**config.mk**
```make
export PLATFORM = sky130hd
export DESIGN_NAME = gyro_step_detector_batcher
export DESIGN_NICKNAME = d
export VERILOG_FILES = /design/src/design/gsdb_pkg.sv /design/src/design/gsdb_emitter.sv /design/src/design/gyro_step_detector_batcher.sv
export SDC_FILE = /design/constraint.sdc
export NUM_CORES = 1
export LEC_CHECK = 0
export BUFFER_PORTS_ARGS = -buffer_cell sky130_fd_sc_hd__buf_2
export CORE_MARGIN = 10
export CORE_UTILIZATION = 50
export CTS_BUF_LIST = sky130_fd_sc_hd__clkbuf_4 sky130_fd_sc_hd__clkbuf_8
export DETAILED_ROUTE_END_ITERATION = 10
export GPL_ROUTABILITY_DRIVEN = 0
export HOLD_SLACK_MARGIN = 0.02
export PLACE_DENSITY = 0.67
export SLEW_MARGIN = 5
export SYNTH_ARGS = -nofsm -noshare
export SYNTH_HDL_FRONTEND = slang
export SYNTH_SLANG_ARGS = --single-unit
```
**constraint.sdc**
```tcl
create_clock -name aclk -period 17.6 [get_ports aclk]
set_clock_uncertainty 0.1 [all_clocks]
set_input_delay 1.76 -clock aclk [delete_from_list [all_inputs] [get_ports aclk]]
set_output_delay 1.76 -clock aclk [all_outputs]
set_load 0.005 [all_outputs]
```
**src/design/gsdb_pkg.sv**
```systemverilog
// ----------------------------------------------------------------------------
// gsdb_pkg
// Shared types and constants for the gyro step detector and batcher.
// ----------------------------------------------------------------------------
package gsdb_pkg;

    // Field widths
    localparam int RATE_W   = 16;
    localparam int TEMP_W   = 16;
    localparam int TIME_W   = 32;
    localparam int THR_W    = 11;
    localparam int IVL_W    = 16;
    localparam int PER_W    = 16;
    localparam int SWING_W  = 18;   // 4 * |rate_y - rate_z|
    localparam int LIMIT_W  = 19;   // threshold * 131
    localparam int STEPS_W  = 32;
    localparam int NUM_W    = 16;
    localparam int CFG_IDX_W  = 3;
    localparam int CFG_DATA_W = 16;

    // Swing in deg/s is 4*|d| / 131
    localparam logic [7:0] SWING_DIV = 8'd131;

    // floor(x / 131) = (x * SWING_RECIP) >> RECIP_SHIFT for x below 2^18
    localparam int          RECIP_SHIFT = 25;
    localparam int          RECIP_W     = 18;
    localparam logic [17:0] SWING_RECIP = 18'd256141;
    localparam int          PROD_W      = SWING_W + RECIP_W;

    // Register reset values
    localparam logic [THR_W-1:0] RISE_RST  = 11'd175;
    localparam logic [THR_W-1:0] FALL_RST  = 11'd75;
    localparam logic [IVL_W-1:0] MIN_RST   = 16'd250;
    localparam logic [IVL_W-1:0] MAX_RST   = 16'd2500;
    localparam logic [IVL_W-1:0] FLUSH_RST = 16'd2500;

    // Configuration register map
    typedef enum logic [CFG_IDX_W-1:0] {
        CFG_RISE_THR  = 3'd0,
        CFG_FALL_THR  = 3'd1,
        CFG_MIN_IVL   = 3'd2,
        CFG_MAX_IVL   = 3'd3,
        CFG_FLUSH_TMO = 3'd4
    } cfg_index_t;

    // One stored step slot
    typedef struct packed {
        logic [PER_W-1:0] period;
        logic [THR_W-1:0] intensity;
    } slot_t;

    // Slot write request into the batch memory
    typedef struct packed {
        logic  en;
        logic  bank;
        slot_t slot;
    } slot_wr_t;

    // Batch launch request
    typedef struct packed {
        logic [NUM_W-1:0]  start_number;
        logic [TEMP_W-1:0] temperature;
        logic              partial;
        logic              bank;
    } batch_desc_t;

endpackage

```
**src/design/gsdb_emitter.sv**
```systemverilog
// ----------------------------------------------------------------------------
// gsdb_emitter
// Double-banked step slot memory and batch readout onto the result channel.
// ----------------------------------------------------------------------------
module gsdb_emitter #(
    parameter int BATCH_SLOTS = 5
) (
    input  logic                                    aclk,
    input  logic                                    aresetn,
    input  gsdb_pkg::slot_wr_t                      wr,
    input  logic [((BATCH_SLOTS > 1) ? $clog2(BATCH_SLOTS) : 1)-1:0] wr_idx,
    input  logic                                    start_batch,
    input  gsdb_pkg::batch_desc_t                   desc,
    input  logic [$clog2(BATCH_SLOTS+1)-1:0]        desc_fill,
    output logic                                    busy,
    output logic                                    m_valid,
    input  logic                                    m_ready,
    output logic [gsdb_pkg::NUM_W-1:0]              m_first_step_number,
    output logic [gsdb_pkg::PER_W-1:0]              m_slot_period,
    output logic [gsdb_pkg::THR_W-1:0]              m_slot_intensity,
    output logic signed [gsdb_pkg::TEMP_W-1:0]      m_batch_temperature,
    output logic                                    m_partial_batch,
    output logic                                    m_last_of_batch
);
    import gsdb_pkg::*;

    localparam int CW    = $clog2(BATCH_SLOTS + 1);
    localparam int DEPTH = 2 * BATCH_SLOTS;
    localparam int AW    = $clog2(DEPTH);
    localparam logic [CW-1:0] LAST_K = CW'(BATCH_SLOTS - 1);
    localparam logic [AW-1:0] BANK_OFS = AW'(BATCH_SLOTS);

    slot_t             mem [DEPTH];

    logic              busy_reg;
    logic [CW-1:0]     k_reg;
    batch_desc_t       desc_reg;
    logic [CW-1:0]     fill_reg;

    logic              m_valid_reg;
    slot_t             rd_reg;
    logic              used_reg;
    logic              last_reg;
    logic              partial_reg;
    logic [NUM_W-1:0]  start_reg;
    logic [TEMP_W-1:0] temp_reg;

    logic              issue;
    logic [AW-1:0]     wr_addr;
    logic [AW-1:0]     rd_addr;

    // Map bank and slot index onto the memory
    assign wr_addr = wr.bank ? (AW'(wr_idx) + BANK_OFS) : AW'(wr_idx);
    assign rd_addr = desc_reg.bank ? (AW'(k_reg) + BANK_OFS) : AW'(k_reg);

    // Read one slot whenever the output stage is free
    assign issue = busy_reg && (!m_valid_reg || m_ready);

    // Slot memory: write from the detector, read for the readout
    always_ff @(posedge aclk) begin
        if (wr.en) begin
            mem[wr_addr] <= wr.slot;
        end
        if (issue) begin
            rd_reg <= mem[rd_addr];
        end
    end

    // Readout control
    always_ff @(posedge aclk) begin
        if (!aresetn) begin
            busy_reg    <= 1'b0;
            k_reg       <= '0;
            m_valid_reg <= 1'b0;
        end else begin
            if (issue) begin
                m_valid_reg <= 1'b1;
                if (k_reg == LAST_K) begin
                    k_reg    <= '0;
                    busy_reg <= 1'b0;
                end else begin
                    k_reg <= k_reg + CW'(1);
                end
            end else if (m_ready) begin
                m_valid_reg <= 1'b0;
            end
            if (start_batch) begin
                busy_reg <= 1'b1;
                k_reg    <= '0;
            end
        end
    end

    // Batch descriptor: hold for the whole readout
    always_ff @(posedge aclk) begin
        if (start_batch) begin
            desc_reg <= desc;
            fill_reg <= desc_fill;
        end
    end

    // Output payload registers
    always_ff @(posedge aclk) begin
        if (issue) begin
            used_reg    <= (k_reg < fill_reg);
            last_reg    <= (k_reg == LAST_K);
            partial_reg <= desc_reg.partial;
            start_reg   <= desc_reg.start_number;
            temp_reg    <= desc_reg.temperature;
        end
    end

    // Drive the result channel; padded slots read as zero
    assign busy                = busy_reg;
    assign m_valid             = m_valid_reg;
    assign m_first_step_number = start_reg;
    assign m_slot_period       = used_reg ? rd_reg.period : '0;
    assign m_slot_intensity    = used_reg ? rd_reg.intensity : '0;
    assign m_batch_temperature = temp_reg;
    assign m_partial_batch     = partial_reg;
    assign m_last_of_batch     = last_reg;

endmodule

```
**src/design/gyro_step_detector_batcher.sv**
```systemverilog
// ----------------------------------------------------------------------------
// gyro_step_detector_batcher
// Step detection with hysteresis on the gyro swing, step batching into slots
// and batch emission when full or after an idle timeout.
// ----------------------------------------------------------------------------
//  channel | direction | handshake             | payload
//  s_      | in        | s_valid / s_ready     | rate_y, rate_z, temperature_sample, time_ms
//  m_      | out       | m_valid / m_ready     | one slot of a batch per request
//  cfg_    | in        | cfg_valid / cfg_ready | cfg_index, cfg_data (register write)
//
//  A sample is registered when accepted; samples may follow every cycle while s_ready stays high.
//  A batch leaves as BATCH_SLOTS requests, one per cycle while m_ready is high, read from the
//  single read port of the slot memory, which holds two banks of slots.
//  A sample that would launch a batch waits while the previous batch is
//  still being read out; other samples pass meanwhile.
//  Reset is synchronous; the slot memory is not cleared.
//  Configuration writes are taken every cycle.
// ----------------------------------------------------------------------------
module gyro_step_detector_batcher #(
    parameter int BATCH_SLOTS = 5
) (
    input  logic                                  aclk,
    input  logic                                  aresetn,
    // Sample input
    input  logic                                  s_valid,
    output logic                                  s_ready,
    input  logic signed [gsdb_pkg::RATE_W-1:0]    s_rate_y,
    input  logic signed [gsdb_pkg::RATE_W-1:0]    s_rate_z,
    input  logic signed [gsdb_pkg::TEMP_W-1:0]    s_temperature_sample,
    input  logic [gsdb_pkg::TIME_W-1:0]           s_time_ms,
    // Batch output
    output logic                                  m_valid,
    input  logic                                  m_ready,
    output logic [gsdb_pkg::NUM_W-1:0]            m_first_step_number,
    output logic [gsdb_pkg::PER_W-1:0]            m_slot_period,
    output logic [gsdb_pkg::THR_W-1:0]            m_slot_intensity,
    output logic signed [gsdb_pkg::TEMP_W-1:0]    m_batch_temperature,
    output logic                                  m_partial_batch,
    output logic                                  m_last_of_batch,
    // Configuration writes
    input  logic                                  cfg_valid,
    output logic                                  cfg_ready,
    input  logic [gsdb_pkg::CFG_IDX_W-1:0]        cfg_index,
    input  logic [gsdb_pkg::CFG_DATA_W-1:0]       cfg_data
);
    import gsdb_pkg::*;

    localparam int IW = (BATCH_SLOTS > 1) ? $clog2(BATCH_SLOTS) : 1;
    localparam int CW = $clog2(BATCH_SLOTS + 1);
    localparam logic [CW-1:0] FULL_CNT = CW'(BATCH_SLOTS);

    // Configuration registers
    logic [THR_W-1:0]   rise_reg;
    logic [THR_W-1:0]   fall_reg;
    logic [IVL_W-1:0]   min_reg;
    logic [IVL_W-1:0]   max_reg;
    logic [IVL_W-1:0]   flush_reg;

    // Detector state
    logic               lock_reg;
    logic               lock_next;
    logic [STEPS_W-1:0] total_reg;
    logic [STEPS_W-1:0] total_next;
    logic [TIME_W-1:0]  stamp_reg;
    logic [TIME_W-1:0]  stamp_next;
    logic [CW-1:0]      fill_reg;
    logic [CW-1:0]      fill_next;
    logic [NUM_W-1:0]   start_reg;
    logic [NUM_W-1:0]   start_next;
    logic               bank_reg;

    // Sample datapath
    logic signed [RATE_W:0] diff;
    logic [RATE_W-1:0]  mag;
    logic [SWING_W-1:0] swing;
    logic [LIMIT_W-1:0] rise_lim;
    logic [LIMIT_W-1:0] fall_lim;
    logic               over_rise;
    logic               under_fall;
    logic [PROD_W-1:0]  recip_prod;
    logic [THR_W-1:0]   intensity;
    logic [TIME_W-1:0]  dt;
    logic [TIME_W-1:0]  idle;
    logic               in_window;
    logic               edge_det;
    logic               count_step;
    logic               restart;
    logic [STEPS_W-1:0] total_inc;
    logic [CW-1:0]      fill_inc;
    logic               full;
    logic               timeout;
    logic               emit_now;
    logic               accept;
    logic               emit_busy;

    slot_wr_t           slot_wr;
    batch_desc_t        desc;

    // Swing magnitude, four times |rate_y - rate_z|
    assign diff  = {s_rate_y[RATE_W-1], s_rate_y} - {s_rate_z[RATE_W-1], s_rate_z};
    assign mag   = diff[RATE_W] ? RATE_W'(-diff) : diff[RATE_W-1:0];
    assign swing = {mag, 2'b00};

    // Thresholds scaled by 131
    assign rise_lim   = LIMIT_W'(rise_reg) * LIMIT_W'(SWING_DIV);
    assign fall_lim   = LIMIT_W'(fall_reg) * LIMIT_W'(SWING_DIV);
    assign over_rise  = LIMIT_W'(swing) > rise_lim;
    assign under_fall = LIMIT_W'(swing) < fall_lim;

    // Intensity in deg/s by reciprocal multiplication
    assign recip_prod = PROD_W'(swing) * PROD_W'(SWING_RECIP);
    assign intensity  = recip_prod[RECIP_SHIFT +: THR_W];

    // Step timing
    assign dt        = s_time_ms - stamp_reg;
    assign in_window = (dt >= TIME_W'(min_reg)) && (dt <= TIME_W'(max_reg));
    assign edge_det  = over_rise && !lock_reg;
    assign count_step = edge_det && (in_window || (total_reg == '0));
    assign restart   = edge_det && !count_step && (dt > TIME_W'(max_reg));

    // Next detector state
    always_comb begin
        total_inc  = total_reg + STEPS_W'(1);
        fill_inc   = fill_reg + CW'(1);
        lock_next  = edge_det ? 1'b1 : (under_fall ? 1'b0 : lock_reg);
        total_next = count_step ? total_inc : total_reg;
        start_next = (count_step && (fill_reg == '0)) ? total_inc[NUM_W-1:0] : start_reg;
        stamp_next = (count_step || restart) ? s_time_ms : stamp_reg;
        fill_next  = count_step ? fill_inc : fill_reg;
        full       = count_step && (fill_inc == FULL_CNT);
        idle       = s_time_ms - stamp_next;
        timeout    = !full && (fill_next != '0) && (idle > TIME_W'(flush_reg));
        emit_now   = full || timeout;
    end

    // Hold a launching sample while the previous batch is still read out
    assign s_ready = !emit_busy || !emit_now;
    assign accept  = s_valid && s_ready;

    // Slot write and batch launch requests
    always_comb begin
        slot_wr.en             = accept && count_step;
        slot_wr.bank           = bank_reg;
        slot_wr.slot.period    = dt[PER_W-1:0];
        slot_wr.slot.intensity = intensity;
        desc.start_number      = start_next;
        desc.temperature       = s_temperature_sample;
        desc.partial           = timeout;
        desc.bank              = bank_reg;
    end

    // Advance detector state on each accepted sample
    always_ff @(posedge aclk) begin
        if (!aresetn) begin
            lock_reg  <= 1'b0;
            total_reg <= '0;
            stamp_reg <= '0;
            fill_reg  <= '0;
            start_reg <= '0;
            bank_reg  <= 1'b0;
        end else if (accept) begin
            lock_reg  <= lock_next;
            total_reg <= total_next;
            stamp_reg <= stamp_next;
            start_reg <= start_next;
            fill_reg  <= emit_now ? '0 : fill_next;
            if (emit_now) begin
                bank_reg <= !bank_reg;
            end
        end
    end

    // Configuration register writes
    assign cfg_ready = 1'b1;

    always_ff @(posedge aclk) begin
        if (!aresetn) begin
            rise_reg  <= RISE_RST;
            fall_reg  <= FALL_RST;
            min_reg   <= MIN_RST;
            max_reg   <= MAX_RST;
            flush_reg <= FLUSH_RST;
        end else if (cfg_valid) begin
            unique case (cfg_index)
                CFG_RISE_THR:  rise_reg  <= cfg_data[THR_W-1:0];
                CFG_FALL_THR:  fall_reg  <= cfg_data[THR_W-1:0];
                CFG_MIN_IVL:   min_reg   <= cfg_data;
                CFG_MAX_IVL:   max_reg   <= cfg_data;
                CFG_FLUSH_TMO: flush_reg <= cfg_data;
                default: ;
            endcase
        end
    end

    // Slot memory and batch readout
    gsdb_emitter #(
        .BATCH_SLOTS (BATCH_SLOTS)
    ) u_emitter (
        .aclk                (aclk),
        .aresetn             (aresetn),
        .wr                  (slot_wr),
        .wr_idx              (fill_reg[IW-1:0]),
        .start_batch         (accept && emit_now),
        .desc                (desc),
        .desc_fill           (fill_next),
        .busy                (emit_busy),
        .m_valid             (m_valid),
        .m_ready             (m_ready),
        .m_first_step_number (m_first_step_number),
        .m_slot_period       (m_slot_period),
        .m_slot_intensity    (m_slot_intensity),
        .m_batch_temperature (m_batch_temperature),
        .m_partial_batch     (m_partial_batch),
        .m_last_of_batch     (m_last_of_batch)
    );

endmodule

```
* Word-level counts from Yosys, hierarchy flattened
Memory sizes are Yosys's and may differ from the RTL's. A register that Yosys moved wholly into a read port is not among the register bits. Cells that the tools add are included.
Storage, ports and cells: register bits after elaboration 232, memory bits (writable) 270, output and inout bits 64, logic and storage cells 113, memories kept 1
Operators by class: add/subtract/negate cells 9, multipliers 3, magnitude comparators 7, equal/unequal tests 6, mux-type cells 19, bitwise operators 1, reduce and logical (&&, ||, !) cells 43
Memories:
- u_emitter.mem | depth 10, width 27, rd ports 1, clocked after Yosys merged registers in 1, write ports 1, line gsdb_emitter.sv:33 | slot_t mem [DEPTH];
Operators by type and width (number):
- 32-bit by 16-bit greater-than comparator with 1-bit output | 2
- 32-bit subtractor | 2
- 16-bit 2-to-1 mux | 3
- 11-bit by 8-bit multiplier with 19-bit output, second input constant | 2
- 16-bit by 18-bit multiplier with 34-bit output, second input constant | 1
- 32-bit by 1-bit adder with 32-bit output, second input constant | 1
- 32-bit by 16-bit >= comparator with 1-bit output | 1
- 32-bit by 16-bit less-or-equal comparator with 1-bit output | 1
- 32-bit logical NOT | 1
- 32-bit 2-to-1 mux | 1
- 18-bit by 19-bit greater-than comparator with 1-bit output | 1
- 18-bit by 19-bit less-than comparator with 1-bit output | 1
- 2-bit AND reduction | 9
- 16-bit by 16-bit subtractor with 17-bit output | 1
- 16-bit negation | 1
- 1-bit logical AND | 13
- 11-bit 2-to-1 mux | 1
- 3-bit equality test, second input constant | 3
- 1-bit 2-to-1 mux | 9
- 3-bit 2-to-1 mux | 3
- 3-bit by 3-bit adder with 4-bit output, second input constant | 2
- 4-bit 2-to-1 mux | 2
- 2-bit nonzero test | 4
- 1-bit logical NOT | 7
- 9 further kinds | 16

* Depth between registers and ports, before layout
depth in word-level cells 21, gate-level depth with buffers 59, mapped depth without buffers 56

* Hierarchy
Synthesis repeated with hierarchy kept, for this count alone.
Unflattened totals: cell total of the unflattened synthesis 3460, area total of the unflattened synthesis 35093.7 um^2
Modules (own cells, without submodules):
- gyro_step_detector_batcher | times used 1, cells an instance 2656, area an instance 20918.8 um^2, sequential area each 3103.0 um^2
- gsdb_emitter | times used 1, cells an instance 804, area an instance 14174.8 um^2, sequential area each 11180.7 um^2

* Least setup slack after synthesis
OpenSTA, ideal clock, no wires.
kind input port to flip-flop, from in s_rate_z[5] in the netlist's numbering, to mem u_emitter.mem[0][0] in the netlist's numbering (enable), arrival time 15.454 ns, data required time 17.049 ns, path slack 1.595 ns, stages on the path 56, path buffers 5, path through inv_1 > ha_1 > buf_2 > xor2_1 > or3_1 > a2111oi_0 > a21oi_1 > nor3_1 > nand2_1 > nor3_1 > nand2b_1 > o41ai_1 > nor2_1 > a21oi_1 > nor2_1 > or3_1 > ha_1 > a21oi_1 > [... 20 more ...] > o21a_1 > mux2i_1 > a21o_1 > a21oi_1 > xnor2_1 > ha_1 > nand4_1 > or2_2 > o41ai_1 > o2111ai_1 > a2111oi_0 > o211ai_1 > nand4b_1 > nor4_4 > o21ai_2 > buf_6 > or3b_4 > nor3b_1
Between the ends: cells in the longest elaborated chain, start to end 21, elaborated cells between the ends (all ways) 26
Ends and longest elaborated chain:
- start: declaration | line gyro_step_detector_batcher.sv:28 | input logic signed [gsdb_pkg::RATE_W-1:0] s_rate_z,
- 16-bit by 16-bit subtractor with 17-bit output * | line gyro_step_detector_batcher.sv:100 | assign diff = {s_rate_y[RATE_W-1], s_rate_y} - {s_rate_z[RATE_W-1], s_rate_z};
- 16-bit negation | line gyro_step_detector_batcher.sv:101 | assign mag = diff[RATE_W] ? RATE_W'(-diff) : diff[RATE_W-1:0];
- 16-bit 2-to-1 mux * | line gyro_step_detector_batcher.sv:101
- 18-bit by 19-bit greater-than comparator with 1-bit output * | line gyro_step_detector_batcher.sv:107 | assign over_rise = LIMIT_W'(swing) > rise_lim;
- 1-bit logical AND * | line gyro_step_detector_batcher.sv:117 | assign edge_det = over_rise && !lock_reg;
- 1-bit logical AND | line gyro_step_detector_batcher.sv:118 | assign count_step = edge_det && (in_window || (total_reg == '0));
- 1-bit logical NOT | line gyro_step_detector_batcher.sv:119 | assign restart = edge_det && !count_step && (dt > TIME_W'(max_reg));
- 1-bit logical AND (2 in series) | line gyro_step_detector_batcher.sv:119
- [... 4 more ...]
- 1-bit logical AND | line gyro_step_detector_batcher.sv:132 | timeout = !full && (fill_next != '0) && (idle > TIME_W'(flush_reg));
- 1-bit logical OR | line gyro_step_detector_batcher.sv:133 | emit_now = full || timeout;
- 1-bit logical NOT | line gyro_step_detector_batcher.sv:137 | assign s_ready = !emit_busy || !emit_now;
- 1-bit logical OR | line gyro_step_detector_batcher.sv:137
- 1-bit logical AND | line gyro_step_detector_batcher.sv:138 | assign accept = s_valid && s_ready;
- 1-bit logical AND * | line gyro_step_detector_batcher.sv:142 | slot_wr.en = accept && count_step;
- 1-bit 2-to-1 mux * | line gsdb_emitter.sv:61 | if (wr.en) begin
- 1-bit 2-to-1 mux (implied by the code) * | line gsdb_emitter.sv:62 | mem[wr_addr] <= wr.slot;
- end: declaration | line gsdb_emitter.sv:33
Every way passes the cells marked *; elsewhere a longest branch is shown, timed or not.

* Final worst setup path
from in s_rate_y[0] in the netlist's numbering, to out s_ready
Between the ends: cells in the longest elaborated chain, start to end 17, elaborated cells between the ends (all ways) 22
Ends and longest elaborated chain:
- start: declaration | line gyro_step_detector_batcher.sv:27 | input logic signed [gsdb_pkg::RATE_W-1:0] s_rate_y,
- 16-bit by 16-bit subtractor with 17-bit output * | line gyro_step_detector_batcher.sv:100
- 16-bit negation | line gyro_step_detector_batcher.sv:101
- 16-bit 2-to-1 mux * | line gyro_step_detector_batcher.sv:101
- 18-bit by 19-bit greater-than comparator with 1-bit output * | line gyro_step_detector_batcher.sv:107
- 1-bit logical AND * | line gyro_step_detector_batcher.sv:117
- 1-bit logical AND | line gyro_step_detector_batcher.sv:118
- 1-bit logical NOT | line gyro_step_detector_batcher.sv:119
- 1-bit logical AND (2 in series) | line gyro_step_detector_batcher.sv:119
- 1-bit logical OR * | line gyro_step_detector_batcher.sv:128 | stamp_next = (count_step || restart) ? s_time_ms : stamp_reg;
- 32-bit 2-to-1 mux * | line gyro_step_detector_batcher.sv:128
- named net stamp_next[0] | line gyro_step_detector_batcher.sv:65 | logic [TIME_W-1:0] stamp_next;
- 32-bit subtractor * | line gyro_step_detector_batcher.sv:131 | idle = s_time_ms - stamp_next;
- 32-bit by 16-bit greater-than comparator with 1-bit output * | line gyro_step_detector_batcher.sv:132
- 1-bit logical AND * | line gyro_step_detector_batcher.sv:132
- 1-bit logical OR * | line gyro_step_detector_batcher.sv:133
- 1-bit logical NOT * | line gyro_step_detector_batcher.sv:137
- 1-bit logical OR * | line gyro_step_detector_batcher.sv:137
- end: declaration | line gyro_step_detector_batcher.sv:26 | output logic s_ready,
The timed path passes the listed nets; every way through them passes the cells marked *.

==> impl_metrics.json <==
{
  "finalMaxSlewViolations": 0,
  "whs_ns": 0.2807,
  "pre_cts_slack_ns": 1.242,
  "synth_top_cell_area_share_pct": 31.66,
  "yosys_most_used_dff": "edfxtp_1",
  "syn_inst": 3289,
  "synthAdderAreaFrac_pct": 19.17,
  "die_h_um": 284.6,
  "clk_latency_ns": 0.68,
  "setup_slack_ns": 1.337,
  "crit_arrival_ns": 14.40,
  "drive_above_1_share_pct": 14.13,
  "n_fill_cell": 5995,
  "stdcell_count": 4494,
  "layout_commonest_cell": "ha_1",
  "status": "complete, no violations",
  "ant_nets": 0,
  "fp.dieW_um": 284.6,
  "crit_path_top_delay_cell": "o41ai_1",
  "route.detailed.drc": 0,
  "dpl.hpwl_um": 60630,
  "cts_max_level": 3,
  "cts.clk_slew.worst_paths_ns": 0.06,
  "worstHoldStart": "u_emitter.desc_reg[21]",
  "netlist_area_um2": 34990,
  "final-setup-viol-count": 0,
  "worst-path-max-fanout": 18,
  "io_pins": 168,
  "grtUsageTotal_pct": 20.04,
  "synth_edf_count": 369,
  "endpoint_kind": "output port",
  "hold_path_class": "register to register",
  "wl_per_cell_um": 18.29,
  "cp-startpoint": "s_rate_y[0]",
  "grt_pass1_vias": 24900,
  "ys_warn_count": 0,
  "fmax_ghz": 0.06149,
  "antenna_found_initial": 6,
  "largest_reg_flops": 270,
  "tns_ns": 0,
  "synthTopCellsByArea": "edfxtp_1 32%, ha_1 13%, dfxtp_1 9.2%",
  "final_cell_mix": "377 x ha_1, 369 x edfxtp_1, 340 x inv_1",
  "rsz0062_at_grt": "false",
  "criticalPathCategory": "primary input to output port",
  "cp.required_ns": 15.74,
  "clock-sinks": 529,
  "synthesis.nets": 3868,
  "period_share_pct": 92.40,
  "dr.pass1.iters": 5,
  "cp_top_family": "compound AO/OA/AOI/OAI gates",
  "initial_core_util_pct": 50.76,
  "cts_resized": 0,
  "core_um2": 68950,
  "synthMuxAreaShare_pct": 7.440,
  "relSlewSlack_pct": 20.06,
  "cts.path.max_buffers": 3,
  "critical_path.most_common_cell": "a21oi_1",
  "vias_per_cell": 5.530,
  "max_cap_viol_count": 0,
  "synth_top_family_by_area": "adder cells",
  "synth_cell_types": 93,
  "synth_compound_area_share_pct": 12.09,
  "dp_cells": 4322,
  "synth_area_leader_cell": "edfxtp_1",
  "vias": 24850,
  "grt_first_pass_wirelength_um": 132600,
  "port_buffers": 166,
  "grt_overflow": 0,
  "drtIter0Drc": 1764,
  "ys_async_sr_fraction_pct": 0,
  "nets": 4064,
  "synthXorXnorAreaFrac_pct": 2.853,
  "worst-slew-pin-transition_ns": 1.195,
  "die_area_um2": 80970,
  "cts_tree": "yes",
  "r2r-start": "stamp_reg[1]",
  "grt_max_degree": 80,
  "synthToLayoutAreaGrowth_pct": 11.12,
  "hold_viol": 0,
  "ys_seq_elements": 529,
  "finalCriticalPeriod_ns": 16.26,
  "wl_um": 82190,
  "ys_seq_area_share_pct": 40.82,
  "cts_root_buf": "clkbuf_8",
  "cp_num_buf_inv": 4,
  "yosys.area_share.simple_pct": 12.69,
  "slowest_delay_ns": 0.57,
  "start_kind": "primary input",
  "rows": 96,
  "synth.avg_cell_area_um2": 10.64,
  "numCtsBuffers": 88
}
==> cell usage after synthesis, types with 7 or more instances <==
library cell / number
fa_1: 98
nand2b_1: 46
or2_2: 14
inv_1: 341
mux4_2: 54
o211ai_1: 37
o21bai_1: 26
edfxtp_1: 369
and2_1: 49
nor4_1: 23
o2111ai_1: 14
buf_1: 12
a211oi_1: 9
or3_1: 15
a21boi_0: 50
dfxtp_1: 160
o21a_1: 49
buf_2: 11
o31ai_1: 7
mux2i_1: 97
nor3_1: 61
xor2_1: 53
a31oi_1: 18
ha_1: 377
o21ai_0: 139
clkbuf_1: 79
nand3_1: 62
nand2_1: 308
nand4_1: 28
xnor2_1: 61
mux2_2: 37
nor2b_1: 63
nor2_1: 123
a21oi_1: 174
nand3b_1: 7
a21o_1: 48
and3_1: 32
==> final timing paths <==
check | endpoint | slack [ns] | cells after the start
setup / recovery | s_ready | 1.34 | 54
hold / removal | u_emitter.m_first_step_number[3] | 0.28 | 0
setup reg to reg | u_emitter.mem[3][20] | 3.55 | 51
hold reg to reg | u_emitter.m_first_step_number[3] | 0.28 | 0
==> per-stage QoR <==
stage	area, µm²	util (%)
after global placement	36970	53.62
after CTS	38850	56.35
after detailed placement	36970	53.62
final	38890	56.40
after floorplan	34990	-
after global routing	38880	56.40
==> timing repair <==
action                     CTS  global route
hold buffers                 0             0
buffers inserted             0             4
setup endpoints to repair    0             1
==> metal layers <==
| layer | GRT usage (%) | part of all wire, % | vias to the layer above |
|---|---|---|---|
| met2 | 32.56 | 46 | 617 |
| met5 | 0 | 0 | - |
| li1 | - | - | 12230 |
| met3 | 3.782 | 6.0 | 121 |
| met4 | 4.868 | 2.0 | 0 |
| met1 | 27.29 | 46 | 11890 |
==> cell families after synthesis <==
family	after synthesis
other cells	1
fa+ha+maj	478
simple gates	879
mux	188
compound gates	650
xor+xnor	114
buf+inv	450
flops	529
==> worst register-to-register path, delay by kind of cell (launching register included) <==
family	cells	cell delay [ns]
AO/OA/AOI/OAI	24	5.77
buffers and inverters	4	0.78
adder cells (fa/ha/maj)	5	1.57
XOR/XNOR	2	0.77
multiplexers	1	0.14
AND/OR/NAND/NOR	15	4.23
flip-flops	1	0.34
==> layout make-up <==
| type | count | area [µm²] | share of cell area [%] |
|---|---|---|---|
| clock buffers | 113 | 1449 | 3.726 |
| repair buffers | 212 | 1179 | 3.031 |
| multi-input cells | 2310 | 19080 | 49.06 |
| diodes | 3 | 7.507 | 0.01931 |
| flip-flops and latches | 529 | 14280 | 36.73 |
| inverters | 344 | 1291 | 3.320 |
| well taps | 931 | 1165 | 2.996 |
| clock inverters | 52 | 432.9 | 1.113 |
Power is left out: the tool's default activity adds up to more than one toggle a clock period on the data nets, which glitch-free logic cannot reach.
